## config.mk

```make
export PLATFORM = sky130hd
export DESIGN_NAME = afc_ctrl
export DESIGN_NICKNAME = d
export VERILOG_FILES = /design/src/sv/afc_pkg.sv /design/src/sv/afc_ctrl.sv
export SDC_FILE = /design/constraint.sdc
export NUM_CORES = 1
export LEC_CHECK = 0
export BUFFER_PORTS_ARGS = -buffer_cell sky130_fd_sc_hd__buf_2
export CORE_MARGIN = 1
export CORE_UTILIZATION = 50
export CTS_CLUSTER_SIZE = 14
export DETAILED_ROUTE_END_ITERATION = 6
export PLACE_DENSITY = 0.84
export RECOVER_POWER = 100
export SLEW_MARGIN = 20
export SYNTH_ARGS = -nofsm -noshare
export SYNTH_HDL_FRONTEND = slang
export SYNTH_SLANG_ARGS = --single-unit
```

## constraint.sdc

```tcl
create_clock -name clk -period 2.4 [get_ports clk]
set_input_delay 0.12 -clock clk [delete_from_list [all_inputs] [get_ports clk]]
set_output_delay 0.12 -clock clk [all_outputs]
set_load 0.02 [all_outputs]
```

## src/sv/afc_pkg.sv

```systemverilog
package afc_pkg;

  // Default canvas limits handed to the top-level parameters.
  localparam int MAX_WIDTH_DEF  = 256;
  localparam int MAX_HEIGHT_DEF = 256;

  // Width of the canvas size registers.
  localparam int CFG_W = 9;

  // Shared divider geometry: dividend and divisor widths.
  localparam int DIV_NW = 26;
  localparam int DIV_DW = 16;

  // Input item kinds.
  localparam logic [1:0] KIND_HEADER = 2'd0;
  localparam logic [1:0] KIND_PIXEL  = 2'd1;
  localparam logic [1:0] KIND_READ   = 2'd2;

  // Dispose modes.
  localparam logic [1:0] DISP_NONE    = 2'd0;
  localparam logic [1:0] DISP_CLEAR   = 2'd1;
  localparam logic [1:0] DISP_RESTORE = 2'd2;

  // Configuration register indexes.
  localparam logic CFG_WIDTH  = 1'b0;
  localparam logic CFG_HEIGHT = 1'b1;

  // Result kinds.
  localparam logic RES_DELAY = 1'b0;
  localparam logic RES_PIXEL = 1'b1;

  // Arithmetic constants.
  localparam logic [9:0]  MS_PER_SEC  = 10'd1000;
  localparam logic [15:0] DEN_DEFAULT = 16'd100;
  localparam logic [25:0] MIN_DELAY   = 26'd10;
  localparam logic [7:0]  CH_MAX      = 8'd255;
  localparam logic [15:0] ROUND_HALF  = 16'd127;

  typedef struct packed {
    logic [1:0]  kind;
    logic        first_frame;
    logic [7:0]  region_x;
    logic [7:0]  region_y;
    logic [8:0]  region_w;
    logic [8:0]  region_h;
    logic [1:0]  dispose_mode;
    logic        blend_mode;
    logic [15:0] delay_num;
    logic [15:0] delay_den;
    logic [31:0] pixel_bgra;
  } in_t;

  typedef struct packed {
    logic        result_kind;
    logic [25:0] delay_ms;
    logic [31:0] out_pixel;
    logic        last_pixel;
  } out_t;

  // Commands from the controller to the datapath.
  typedef struct packed {
    logic load_in;
    logic clr_all;
    logic clr_reg;
    logic copy_b2c;
    logic copy_c2b;
    logic frame_load;
    logic div_delay;
    logic div_chan;
    logic pix_rd;
    logic pix_mul;
    logic pix_wr;
    logic pix_adv;
    logic rd_addr;
    logic rd_data;
    logic chan_next;
    logic out_delay;
    logic out_pix;
  } cmd_t;

  // Status from the datapath to the controller.
  typedef struct packed {
    logic [1:0] kind;
    logic       first_frame;
    logic [1:0] pend;
    logic [1:0] dm_new;
    logic       full_last;
    logic       reg_last;
    logic       pix_ok;
    logic       pix_in;
    logic       div_done;
    logic       alpha_zero;
    logic       chan_last;
    logic       out_free;
  } stat_t;

  // Rounded product scaling: (p + 127) / 255 for p up to 255 * 255.
  function automatic logic [7:0] div255(input logic [15:0] p);
    logic [15:0] x;
    logic [8:0]  q;
    logic [8:0]  r;
    x = p + ROUND_HALF;
    q = {1'b0, x[15:8]};
    r = {1'b0, x[7:0]} + q;
    if (r >= {1'b0, CH_MAX}) q = q + 9'd1;
    return q[7:0];
  endfunction

endpackage

```

## src/sv/afc_ctrl.sv

```systemverilog
module afc_ctrl (
  input  logic           clk,
  input  logic           rst,
  input  logic           in_valid,
  output logic           in_stall,
  input  afc_pkg::stat_t stat,
  output afc_pkg::cmd_t  cmd
);
  import afc_pkg::*;

  localparam logic [4:0] S_INIT      = 5'd0;
  localparam logic [4:0] S_IDLE      = 5'd1;
  localparam logic [4:0] S_DECODE    = 5'd2;
  localparam logic [4:0] S_CLR_ALL   = 5'd3;
  localparam logic [4:0] S_CLR_REG   = 5'd4;
  localparam logic [4:0] S_RESTORE   = 5'd5;
  localparam logic [4:0] S_RESTORE_T = 5'd6;
  localparam logic [4:0] S_HDR2      = 5'd7;
  localparam logic [4:0] S_BACKUP    = 5'd8;
  localparam logic [4:0] S_BACKUP_T  = 5'd9;
  localparam logic [4:0] S_DLY_START = 5'd10;
  localparam logic [4:0] S_DLY_WAIT  = 5'd11;
  localparam logic [4:0] S_DLY_OUT   = 5'd12;
  localparam logic [4:0] S_PIX_RD    = 5'd13;
  localparam logic [4:0] S_PIX_MUL   = 5'd14;
  localparam logic [4:0] S_PIX_WR    = 5'd15;
  localparam logic [4:0] S_RD_ADDR   = 5'd16;
  localparam logic [4:0] S_RD_DATA   = 5'd17;
  localparam logic [4:0] S_RD_CHK    = 5'd18;
  localparam logic [4:0] S_RD_START  = 5'd19;
  localparam logic [4:0] S_RD_DIV    = 5'd20;
  localparam logic [4:0] S_RD_OUT    = 5'd21;

  logic [4:0] state, state_next;

  always_ff @(posedge clk) begin
    if (rst) state <= S_INIT;
    else state <= state_next;
  end

  assign in_stall = (state != S_IDLE);

  always_comb begin
    state_next = state;
    cmd        = '0;
    unique case (state)
      S_INIT: begin
        cmd.clr_all = 1'b1;
        if (stat.full_last) state_next = S_IDLE;
      end
      S_IDLE: begin
        cmd.load_in = in_valid;
        if (in_valid) state_next = S_DECODE;
      end
      S_DECODE: begin
        unique case (stat.kind)
          KIND_HEADER: begin
            if (stat.first_frame) state_next = S_CLR_ALL;
            else if (stat.pend == DISP_CLEAR) state_next = S_CLR_REG;
            else if (stat.pend == DISP_RESTORE) state_next = S_RESTORE;
            else state_next = S_HDR2;
          end
          KIND_PIXEL: begin
            if (stat.pix_ok && stat.pix_in) begin
              state_next = S_PIX_RD;
            end else begin
              cmd.pix_adv = stat.pix_ok;
              state_next  = S_IDLE;
            end
          end
          KIND_READ: state_next = S_RD_ADDR;
          default:   state_next = S_IDLE;
        endcase
      end
      S_CLR_ALL: begin
        cmd.clr_all = 1'b1;
        if (stat.full_last) state_next = S_HDR2;
      end
      S_CLR_REG: begin
        cmd.clr_reg = 1'b1;
        if (stat.reg_last) state_next = S_HDR2;
      end
      S_RESTORE: begin
        cmd.copy_b2c = 1'b1;
        if (stat.full_last) state_next = S_RESTORE_T;
      end
      S_RESTORE_T: state_next = S_HDR2;
      S_HDR2: begin
        cmd.frame_load = 1'b1;
        state_next = (stat.dm_new == DISP_RESTORE) ? S_BACKUP : S_DLY_START;
      end
      S_BACKUP: begin
        cmd.copy_c2b = 1'b1;
        if (stat.full_last) state_next = S_BACKUP_T;
      end
      S_BACKUP_T: state_next = S_DLY_START;
      S_DLY_START: begin
        cmd.div_delay = 1'b1;
        state_next    = S_DLY_WAIT;
      end
      S_DLY_WAIT: begin
        if (stat.div_done) state_next = S_DLY_OUT;
      end
      S_DLY_OUT: begin
        if (stat.out_free) begin
          cmd.out_delay = 1'b1;
          state_next    = S_IDLE;
        end
      end
      S_PIX_RD: begin
        cmd.pix_rd = 1'b1;
        state_next = S_PIX_MUL;
      end
      S_PIX_MUL: begin
        cmd.pix_mul = 1'b1;
        state_next  = S_PIX_WR;
      end
      S_PIX_WR: begin
        cmd.pix_wr = 1'b1;
        state_next = S_IDLE;
      end
      S_RD_ADDR: begin
        cmd.rd_addr = 1'b1;
        state_next  = S_RD_DATA;
      end
      S_RD_DATA: begin
        cmd.rd_data = 1'b1;
        state_next  = S_RD_CHK;
      end
      S_RD_CHK: state_next = stat.alpha_zero ? S_RD_OUT : S_RD_START;
      S_RD_START: begin
        cmd.div_chan = 1'b1;
        state_next   = S_RD_DIV;
      end
      S_RD_DIV: begin
        if (stat.div_done) begin
          cmd.chan_next = 1'b1;
          state_next    = stat.chan_last ? S_RD_OUT : S_RD_START;
        end
      end
      S_RD_OUT: begin
        if (stat.out_free) begin
          cmd.out_pix = 1'b1;
          state_next  = S_IDLE;
        end
      end
      default: state_next = S_IDLE;
    endcase
  end

endmodule

```

==> summary.md, run 1 <==
| Metric | Value |
|---|---|
| Nature of the critical path startpoint | `flip-flop` |
| Fin area | `965 sq um` |
| Rel. slew slack | `56.2%` |
| Clock Skew | `0.00831 ns` |
| Final non-filler cell total | `165` |
| R2R Path End | `state[1]$_SDFFE_PP0P_` |
| Setup bufs post-CTS | `0` |
| Hold Path Sink | `state[4]$_SDFFE_PP0P_` |
| Placed Area | `976 sq um` |
| CTS Sinks | `5` |
| First-pass DRT Iterations | `4` |
| Gr usage total | `23.5%` |
| Hold crit path type | `primary input to flip-flop` |
| Post-Synthesis Net Count | `135` |
| Routed WL | `2.13 mm` |
| Largest net degree at the start of global routing | `22` |
| Worst EP required | `2.54 ns` |
| DP Cell Count | `161` |
| DP HPWL | `1.58 mm` |
| Crit share post-route | `87.4%` |
| Primary FF master, synth | `dfxtp_1` |
| Final hold slack | `0.100 ns` |
| FF-to-FF path depth | `6` |
| Top cell type's share of synthesized area | `12.5%` |
| DRC | `0` |
| WL/cell | `12.9 um` |
| Initial DRC Count | `33` |
| Die width | `42.0 um` |
| ANT nets after route | `0` |
| Worst slew pin tran | `0.656 ns` |
| Ant. Diodes | `0` |
| Top Registers | `state x5` |
| Row Count | `14` |
| Htree depth | `1` |
| Max-cap violations | `0` |
| Biggest register | `state` |
| Chip height | `42.0 um` |
| Flop-to-flop setup slack | `0.30 ns` |
| Unrepaired setup endpoints after global routing | `false` |
| Worst Hold Depth | `2` |
| Pwr dens | `930 mW/mm^2` |
| Area added between synthesis and finish | `20.5%` |
| HP Start | `rst` |
| Layout cells sized above 1 | `22.8%` |
| Post-Syn Area | `801 sq um` |
| Cell variety after synth | `42` |
| Register bit count reported by yosys | `5` |
| Via count | `977` |
| Clock Path Buffers | `2` |
| Max reg flops | `5` |
| FFs w/ async S/R, synth | `0%` |
| CP Launch Point | `state[3]$_SDFFE_PP0P_` |
| Hold Buf Count CTS | `0` |
| Sequential share of the synthesized area | `12.5%` |
| Total Power | `0.897 mW` |
| Initial antenna violation count | `0` |
| Leakage | `0.413 nW` |
| Fill count | `149` |
| Core area | `0.00151 sq mm` |
| Worst EP arrival | `2.23 ns` |
| Reg-to-reg critical path startpoint | `state[3]$_SDFFE_PP0P_` |
| Post-CTS sizing | `0` |
| Initial Utilization | `53.2%` |
| Yosys warns | `0` |
| Crit path kind | `flip-flop to flip-flop` |
| EDFF count, synth | `0` |
| Post-synthesis cell count | `116` |
| Yosys top cell by area | `dfxtp_1` |
| Vias in the first global route | `812` |
| Fin. Hold Viols | `0` |
| Minimum clock period | `2.10 ns` |
| TritonCTS clock tree | `yes` |
| Fmax | `477 MHz` |
| Via density | `5.92` |
| Die Area | `0.00177 sq mm` |
| Post-Route Setup TNS | `0 ns` |
| CTS Buf Count | `3` |
| Slew Limit Fails | `0` |
| Clock latency on the worst-skew pair | `0.25 ns` |
| Final setup violation count | `0` |
| Maximum VDD drop | `0.000704 V` |
| Area of the multi-input gates | `621 sq um` |
| Num ports | `36` |
| Congestion Overflow GR | `0` |
| Crit. End Element | `flip-flop` |
| CP max FO | `20` |
| IO buf count | `35` |
| GP Congestion | `0.871` |
| Synth area leaders | `dfxtp_1 (13%), nor2_1 (9.4%), mux2i_1 (5.0%)` |
| Root buf cell | `clkbuf_4` |
| First-pass GRT wire length | `3.32 mm` |
| Clock transition at the registers of the reported paths | `0.05 ns` |
| Mean Syn Cell Area | `6.90 sq um` |
| Status | `finished clean` |
| Final Net Count | `169` |
| Register Area | `100 sq um` |
per-layer routing:
layer	vias to the layer above	routed length [um]	global-route usage, %
met5	-	0	0
met3	4	154	6.90
met2	40	1000	36.3
met1	449	943	32.4
li1	484	-	-
met4	0	28	5.63
cell families (layout without fill, tap and decap cells):
| kind of cell | after synthesis | in the layout | synth area share (%) |
|---|---|---|---|
| simple gates | 61 | 61 | 41.9 |
| mux | 4 | 4 | 5.00 |
| flops | 5 | 5 | 12.5 |
| xor+xnor | 1 | 1 | 1.09 |
| buf+inv | 14 | 47 | 8.12 |
| fa+ha+maj | 1 | 1 | 1.56 |
| compound gates | 30 | 30 | 29.8 |
worst max-delay path: stages, from the launching register on:
cell and delay, ns:
dfxtp_1 0.74, or3b_1 0.47, a211o_1 0.28, o2111ai_1 0.16, a21oi_4 0.10, mux2i_1 0.19, nor2_1 0.05
cells in the mapped netlist (2+ instances only):
cell type / number
a21o_1: 3
dfxtp_1: 5
a211oi_1: 2
and3_1: 2
nor3_1: 4
nor2b_1: 4
or3b_4: 2
nor4b_1: 2
nand2_1: 9
o21ai_0: 6
nor3b_1: 2
a22oi_1: 2
nand3_1: 2
inv_1: 4
nor2_1: 20
nand2b_1: 5
a211o_1: 2
a21oi_1: 3
o211ai_1: 3
mux2i_1: 4
nand3b_1: 3
buf_2: 7
layout by cell type (no fill, tap or decap), types with 3 or more instances in the layout:
master    instances
a21o_1            3
a21oi_1           3
o211ai_1          3
nor2b_1           4
dfxtp_1           5
mux2i_1           4
nand2b_1          5
nand3b_1          3
nor2_1           20
nand2_1           9
clkbuf_1         15
o21ai_0           6
inv_1             4
nor3_1            4
buf_2            22
clkbuf_4          3
through the flow:
stage / worst slack (ns) / utilization (%)
after CTS: 0.368 / 66.6
after global placement: 0.452 / 64.8
after global routing: 0.204 / 64.0
after floorplan: 0.767 / -
after detailed placement: 0.390 / 64.8
final: 0.303 / 64.0
final cells by class:
type                       count  share of cell area [%]
clock buffer                   3                    2.33
clock inverter                 1                   0.519
inverter                       4                    1.56
multi-input combinational     97                    64.3
sequential                     5                    10.4
tap                           16                    2.08
timing repair buffer          39                    18.8
report_power, final:
part | leakage [nW] | switching [mW] | internal [mW]
combinational | 0.354 | 0.365 | 0.256
sequential | 0.0410 | 0.0656 | 0.107
clock | 0.0177 | 0.0421 | 0.0607
worst max-delay path by stage:
stage,endpoint,slack (ns),depth (start not counted)
6_report,state[1]$_SDFFE_PP0P_,0.30,6
2_1_floorplan,cmd[15],0.77,4
5_1_grt,cmd[16],0.20,4
4_1_cts,state[1]$_SDFFE_PP0P_,0.37,6
3_3_place_gp,state[0]$_SDFFE_PP0P_,0.45,6
3_5_place_dp,state[1]$_SDFFE_PP0P_,0.39,6
Power figures use the tool's default switching activity.
==> inputs of run 2 (changes only) <==
--- a/config.mk
+++ b/config.mk
@@ -7,10 +7,10 @@
 export LEC_CHECK = 0
 export BUFFER_PORTS_ARGS = -buffer_cell sky130_fd_sc_hd__buf_2
 export CORE_MARGIN = 1
-export CORE_UTILIZATION = 50
+export CORE_UTILIZATION = 46
 export CTS_CLUSTER_SIZE = 14
 export DETAILED_ROUTE_END_ITERATION = 6
-export PLACE_DENSITY = 0.84
+export PLACE_DENSITY = 0.78
 export RECOVER_POWER = 100
 export SLEW_MARGIN = 20
 export SYNTH_ARGS = -nofsm -noshare
==> constraint.sdc (replaced) <==
create_clock -name clk -period 2.2 [get_ports clk]
set_input_delay 0.11 -clock clk [delete_from_list [all_inputs] [get_ports clk]]
set_output_delay 0.11 -clock clk [all_outputs]
set_load 0.02 [all_outputs]
==> run 2 against run 1 <==
  * Critical path type is now flip-flop to primary output
  * Worst setup slack worse by 0.12 ns
  * The run now ends with DRC left
  * First-iteration DRC count decreased by 30%
  * Non-clock buffer count grew 2
==> summary.md, run 2 (synthesis gave the netlist of run 1 again) <==
| Metric | Value |
|---|---|
| GP Congestion | `0.836 (-4.0%)` |
| Chip height | `43.7 um (+4.0%)` |
| Root buf cell | `clkbuf_4` |
| DRC | `2 (+2)` |
| Congestion Overflow GR | `0 (unchanged)` |
| Crit. End Element | `primary output` |
| CP max stage delay | `0.50 ns (-0.24 ns)` |
| Vias in the first global route | `846 (+4.2%)` |
| Final worst slack | `0.187 ns (-0.115 ns)` |
| Largest net degree at the start of global routing | `22 (unchanged)` |
| Worst slew pin tran | `0.627 ns (-0.0294 ns)` |
| Setup WS pre-CTS | `0.263 ns (-0.127 ns)` |
| Ant. Diodes | `0 (unchanged)` |
| ANT nets after route | `0 (unchanged)` |
| Final hold slack | `0.0815 ns (-0.0188 ns)` |
| Via count | `1003 (+2.7%)` |
| First-pass GRT wire length | `3.59 mm (+8.1%)` |
| Maximum VDD drop | `0.000880 V (+25%)` |
| Pwr dens | `1020 mW/mm^2 (+9.6%)` |
| CP Buf/Inv Count | `1 (+1)` |
| Slew Limit Fails | `0 (unchanged)` |
| CTS Sinks | `5 (unchanged)` |
| Sw Ratio | `52.0% (-0.62 points)` |
| WL/cell | `13.8 um (+6.9%)` |
| Worst path top cell family by delay | `simple AND/OR/NAND/NOR gates` |
| Crit-path slowest cell | `dfxtp_1` |
| Crit path kind | `flip-flop to primary output` |
| Final setup violation count | `0 (unchanged)` |
| Num ports | `36 (unchanged)` |
| Minimum clock period | `2.01 ns` |
| Crit path cell chain | `or3b_1, or3_1, nor2_1, clkbuf_1` |
| Pint | `0.479 mW (+13%)` |
| Row Count | `14 (unchanged)` |
| Worst EP required | `2.09 ns (-0.45 ns)` |
| Area added between synthesis and finish | `22.5%` |
| Nature of the critical path startpoint | `flip-flop` |
| Worst EP arrival | `1.90 ns (-0.33 ns)` |
| Hold Buf Count CTS | `0 (unchanged)` |
| Htree depth | `1 (unchanged)` |
| Logic pwr share | `72.3% (+3.0 points)` |
| Post-Route Setup TNS | `0 ns (unchanged)` |
| Setup bufs post-CTS | `0 (unchanged)` |
| Status | `complete, but fails checks` |
| Initial DRC Count | `23 (-30%)` |
| Hold crit path type | `primary input to flip-flop` |
| Biggest register | `state` |
| Post-CTS sizing | `0 (unchanged)` |
| Commonest non-fill, non-tap cell in the layout | `buf_2` |
| Initial Utilization | `51.4% (-1.8 points)` |
| Die Area | `0.00191 sq mm (+8.3%)` |
| Max reg flops | `5 (unchanged)` |
| Flop pwr share | `17.0% (-2.3 points)` |
| Crit share post-route | `91.5%` |
| DP Cell Count | `163 (+1.2%)` |
| Gr usage total | `24.8% (+1.3 points)` |
| Clock Skew | `0.00135 ns (-0.00696 ns)` |
| CTS Buf Count | `3 (unchanged)` |
| Clk pwr share | `10.7% (-0.8 points)` |
| Sw Pwr | `0.520 mW (+10%)` |
| Clock Path Buffers | `2 (unchanged)` |
| Core area | `0.00156 sq mm (+3.5%)` |
| Rel. slew slack | `58.2% (+2.0 points)` |
| DP HPWL | `1.72 mm (+8.9%)` |
| Clock latency on the worst-skew pair | `0.24 ns (about the same)` |
| Top Registers | `state x5` |
| Clock transition at the registers of the reported paths | `0.04 ns (about the same)` |
| Fmax | `497 MHz` |
| Unrepaired setup endpoints after global routing | `false` |
| Fin. Hold Viols | `0 (unchanged)` |
| TritonCTS clock tree | `yes` |
| Layout cells sized above 1 | `23.2% (+0.36 points)` |
| Final non-filler cell total | `167 (+1.2%)` |
| Initial antenna violation count | `0 (unchanged)` |
| First-pass DRT Iterations | `6 (+2)` |
| Leakage | `0.421 nW (+2.1%)` |
| Max-cap violations | `0 (unchanged)` |
| Die width | `43.7 um (+4.0%)` |
| Via density | `6.01 (+1.4%)` |
| CP max FO | `21 (+5.0%)` |
| Failing checks | `DRC` |
| IO buf count | `35 (unchanged)` |
| Routed WL | `2.30 mm (+8.2%)` |
| Final Net Count | `171 (+1.2%)` |
| Commonest non-fill, non-tap cells in the layout | `buf_2 (21), nor2_1 (20), clkbuf_1 (16)` |
## run 2: changes by cell type in the layout (fill, tap and decap cells not counted)
| cell | before | now |
|---|---|---|
| buf_2 | 22 | 21 |
| buf_4 | 2 | 5 |
| clkbuf_1 | 15 | 16 |
| clkinv_2 | 1 | 0 |
## run 2: area by class of cell
class | instances | area, sq um
Tap cell | 16 | 20.0
Fill cell | 155 | 578
Multi-Input combinational cell | 97 | 621
Timing Repair Buffer | 41 | 199
Sequential cell | 5 | 100
Clock buffer | 4 | 26.3
Inverter | 4 | 15.0
## run 2: path summary, 6_finish.rpt
check	end	cells past startpoint	start	slack (ns)
min reg2reg	state[0]$_SDFFE_PP0P_	2	state[0]$_SDFFE_PP0P_	0.51
max reg2reg	state[2]$_SDFFE_PP0P_	6	state[4]$_SDFFE_PP0P_	0.20
min	state[4]$_SDFFE_PP0P_	2	rst	0.08
max	cmd[16]	4	state[4]$_SDFFE_PP0P_	0.19
## run 2: stage by stage
| stage | power (mW) | cell area [sq um] | utilization, % |
|---|---|---|---|
| floorplan | 0.735 | 801 | - |
| global route | 1.08 | 981 | 62.9 |
| finish | 1.00 | 981 | 62.9 |
| detailed placement | 0.917 | 991 | 63.6 |
| global placement | 0.892 | 991 | 63.6 |
| CTS | 1.03 | 1020 | 65.2 |
## run 2: power by group through the flow
stage          sequential, mW  clock (mW)  combinational [mW]
6_report                0.170       0.107               0.723
5_1_grt                 0.177       0.121               0.779
4_1_cts                 0.168       0.113               0.748
3_5_place_dp            0.170           0               0.746
3_3_place_gp            0.168           0               0.724
2_1_floorplan           0.132           0               0.603
## run 2: metal layers
metal / global-route usage, % / up-vias / part of all wire [%]
li1: - / 493 / -
met1: 31.6 / 470 / 44
met2: 40.9 / 38 / 50
met3: 4.17 / 2 / 5.7
met4: 10.6 / 0 / 0.87
met5: 0 / - / 0
==> inputs of run 3 (changes only) <==
==> constraint.sdc (replaced) <==
create_clock -name clk -period 2.2 [get_ports clk]
set_input_delay 0.44 -clock clk [delete_from_list [all_inputs] [get_ports clk]]
set_output_delay 0.44 -clock clk [all_outputs]
set_load 0.02 [all_outputs]
==> run 3 against run 2 <==
  * Worst hold slack improved by 0.32 ns
  * The flow still finishes with violations (DRC)
  * Utilization increased by 2.4 points
  * Highest routed layer unchanged
  * Register-to-register slack improved by 0.04 ns
  * Critical path type unchanged
  * Die area unchanged
==> summary.md, run 3 (synthesis gave the netlist of run 1 again) <==
| Metric | Value |
|---|---|
| ANT nets after route | `0 (unchanged)` |
| Unrepaired setup endpoints after global routing | `false` |
| Fmax | `475 MHz (-4.5%)` |
| Clock Path Buffers | `2 (unchanged)` |
| Htree depth | `1 (unchanged)` |
| Crit share post-route | `95.7% (+4.3 points)` |
| Initial antenna violation count | `0 (unchanged)` |
| Initial DRC Count | `40 (+74%)` |
| Fin area | `0.00102 sq mm (+3.8%)` |
| TritonCTS clock tree | `yes` |
| GP Congestion | `0.897 (+7.3%)` |
| Hold crit path type | `primary input to flip-flop` |
| Vias in the first global route | `919 (+8.6%)` |
| Row Count | `14 (unchanged)` |
| Setup WS pre-CTS | `0.296 ns (+0.0328 ns)` |
| Fin. Hold Viols | `0 (unchanged)` |
| First-pass GRT wire length | `3.87 mm (+7.9%)` |
| Crit path kind | `flip-flop to primary output` |
| Worst EP required | `1.76 ns (-0.33 ns)` |
| Routed WL | `2.43 mm (+5.6%)` |
| Root buf cell | `clkbuf_4` |
| Initial Utilization | `51.4% (unchanged)` |
| Pwr dens | `1010 mW/mm^2 (-0.93%)` |
| Die width | `43.7 um (unchanged)` |
| Clock Skew | `0.00809 ns (+0.00674 ns)` |
| First-pass DRT Iterations | `6 (unchanged)` |
| Post-Route Setup TNS | `0 ns (unchanged)` |
| Via density | `5.99 (-0.29%)` |
| Placed Area | `0.00102 sq mm (+3.0%)` |
| Total Power | `1.03 mW (+2.9%)` |
| Max-cap violations | `0 (unchanged)` |
| Biggest register | `state` |
| Status | `complete, but fails checks` |
| CTS Sinks | `5 (unchanged)` |
| Core area | `0.00156 sq mm (unchanged)` |
| CP max FO | `12 (-43%)` |
| Leakage | `0.463 nW (+9.8%)` |
| Largest net degree at the start of global routing | `16 (-27%)` |
| Final setup violation count | `0 (unchanged)` |
| Worst slew pin tran | `0.461 ns (-0.166 ns)` |
| Minimum clock period | `2.11 ns (+0.0938 ns)` |
| Maximum VDD drop | `0.000677 V (-23%)` |
| Commonest non-fill, non-tap cell in the layout | `buf_2` |
| WL/cell | `14.2 um (+3.1%)` |
| Failing checks | `DRC` |
| Top Registers | `state x5` |
| Via count | `1024 (+2.1%)` |
| IO buf count | `35 (unchanged)` |
| Area added between synthesis and finish | `27.2%` |
| CTS Buf Count | `3 (unchanged)` |
| Clock transition at the registers of the reported paths | `0.05 ns (about the same)` |
| Layout cells sized above 1 | `31.6% (+8.4 points)` |
| Hold Buf Count CTS | `0 (unchanged)` |
| Num ports | `36 (unchanged)` |
| Final Net Count | `175 (+2.3%)` |
| Crit. End Element | `primary output` |
| Nature of the critical path startpoint | `flip-flop` |
| Ant. Diodes | `0 (unchanged)` |
| Slew Limit Fails | `0 (unchanged)` |
| Commonest non-fill, non-tap cells in the layout | `buf_2 (22), nor2_1 (20), clkbuf_1 (11)` |
| Rel. slew slack | `68.8% (+11 points)` |
| Chip height | `43.7 um (unchanged)` |
| Clock latency on the worst-skew pair | `0.25 ns (about the same)` |
| Max reg flops | `5 (unchanged)` |
| Die Area | `0.00191 sq mm (unchanged)` |
| Worst EP arrival | `1.67 ns (-0.23 ns)` |
| DP HPWL | `1.91 mm (+11%)` |
| DRC | `2 (unchanged)` |
| Final worst slack | `0.0936 ns (-0.0938 ns)` |
| Congestion Overflow GR | `0 (unchanged)` |
| Gr usage total | `26.5% (+1.7 points)` |
[run 3: cell type report]
cell class | instances | area [sq um]
Tap cell | 16 | 20.0
Inverter | 4 | 15.0
Timing Repair Buffer | 45 | 233
Clock buffer | 4 | 26.3
Sequential cell | 5 | 103
Fill cell | 151 | 541
Multi-Input combinational cell | 97 | 622
[run 3: critical path, stage by stage, from the launching register on]
cell     delay (ns)
dfxtp_2        0.38
or4_4          0.56
nor2_2         0.11
nand3_1        0.10
nor2_1         0.10
buf_2          0.17
[run 3: repair_timing]
action,in CTS,in global routing
resized for setup,0,2
setup buffers,0,0
setup endpoints to repair,0,2
[run 3: metrics by stage]
step	hold slack [ns]	util [%]	cells
CTS	0.401	67.2	171
floorplan	0.505	-	116
global placement	0.661	65.5	167
finish	0.406	65.3	171
detailed placement	0.665	65.5	167
global route	0.403	65.3	171
[run 3: metal layers]
layer | vias up | track usage [%] | wire (um)
met5 | - | 0 | 0
met4 | 0 | 11.9 | 48
met3 | 6 | 1.67 | 154
met2 | 47 | 44.8 | 1190
met1 | 472 | 34.3 | 1030
li1 | 499 | - | -
[run 3: final timing paths]
path,from,end,slack [ns],depth (start not counted)
setup / recovery,state[3]$_SDFFE_PP0P_,cmd[5],0.09,5
hold / removal,rst,state[4]$_SDFFE_PP0P_,0.41,2
setup reg to reg,state[0]$_SDFFE_PP0P_,state[1]$_SDFFE_PP0P_,0.24,8
hold reg to reg,state[0]$_SDFFE_PP0P_,state[0]$_SDFFE_PP0P_,0.74,3
[run 3: power breakdown]
group	switching (mW)	internal, mW	leakage (nW)
logic	0.427	0.325	0.406
registers	0.0515	0.118	0.0420
clock network	0.0380	0.0686	0.0150
total	0.517	0.512	0.463
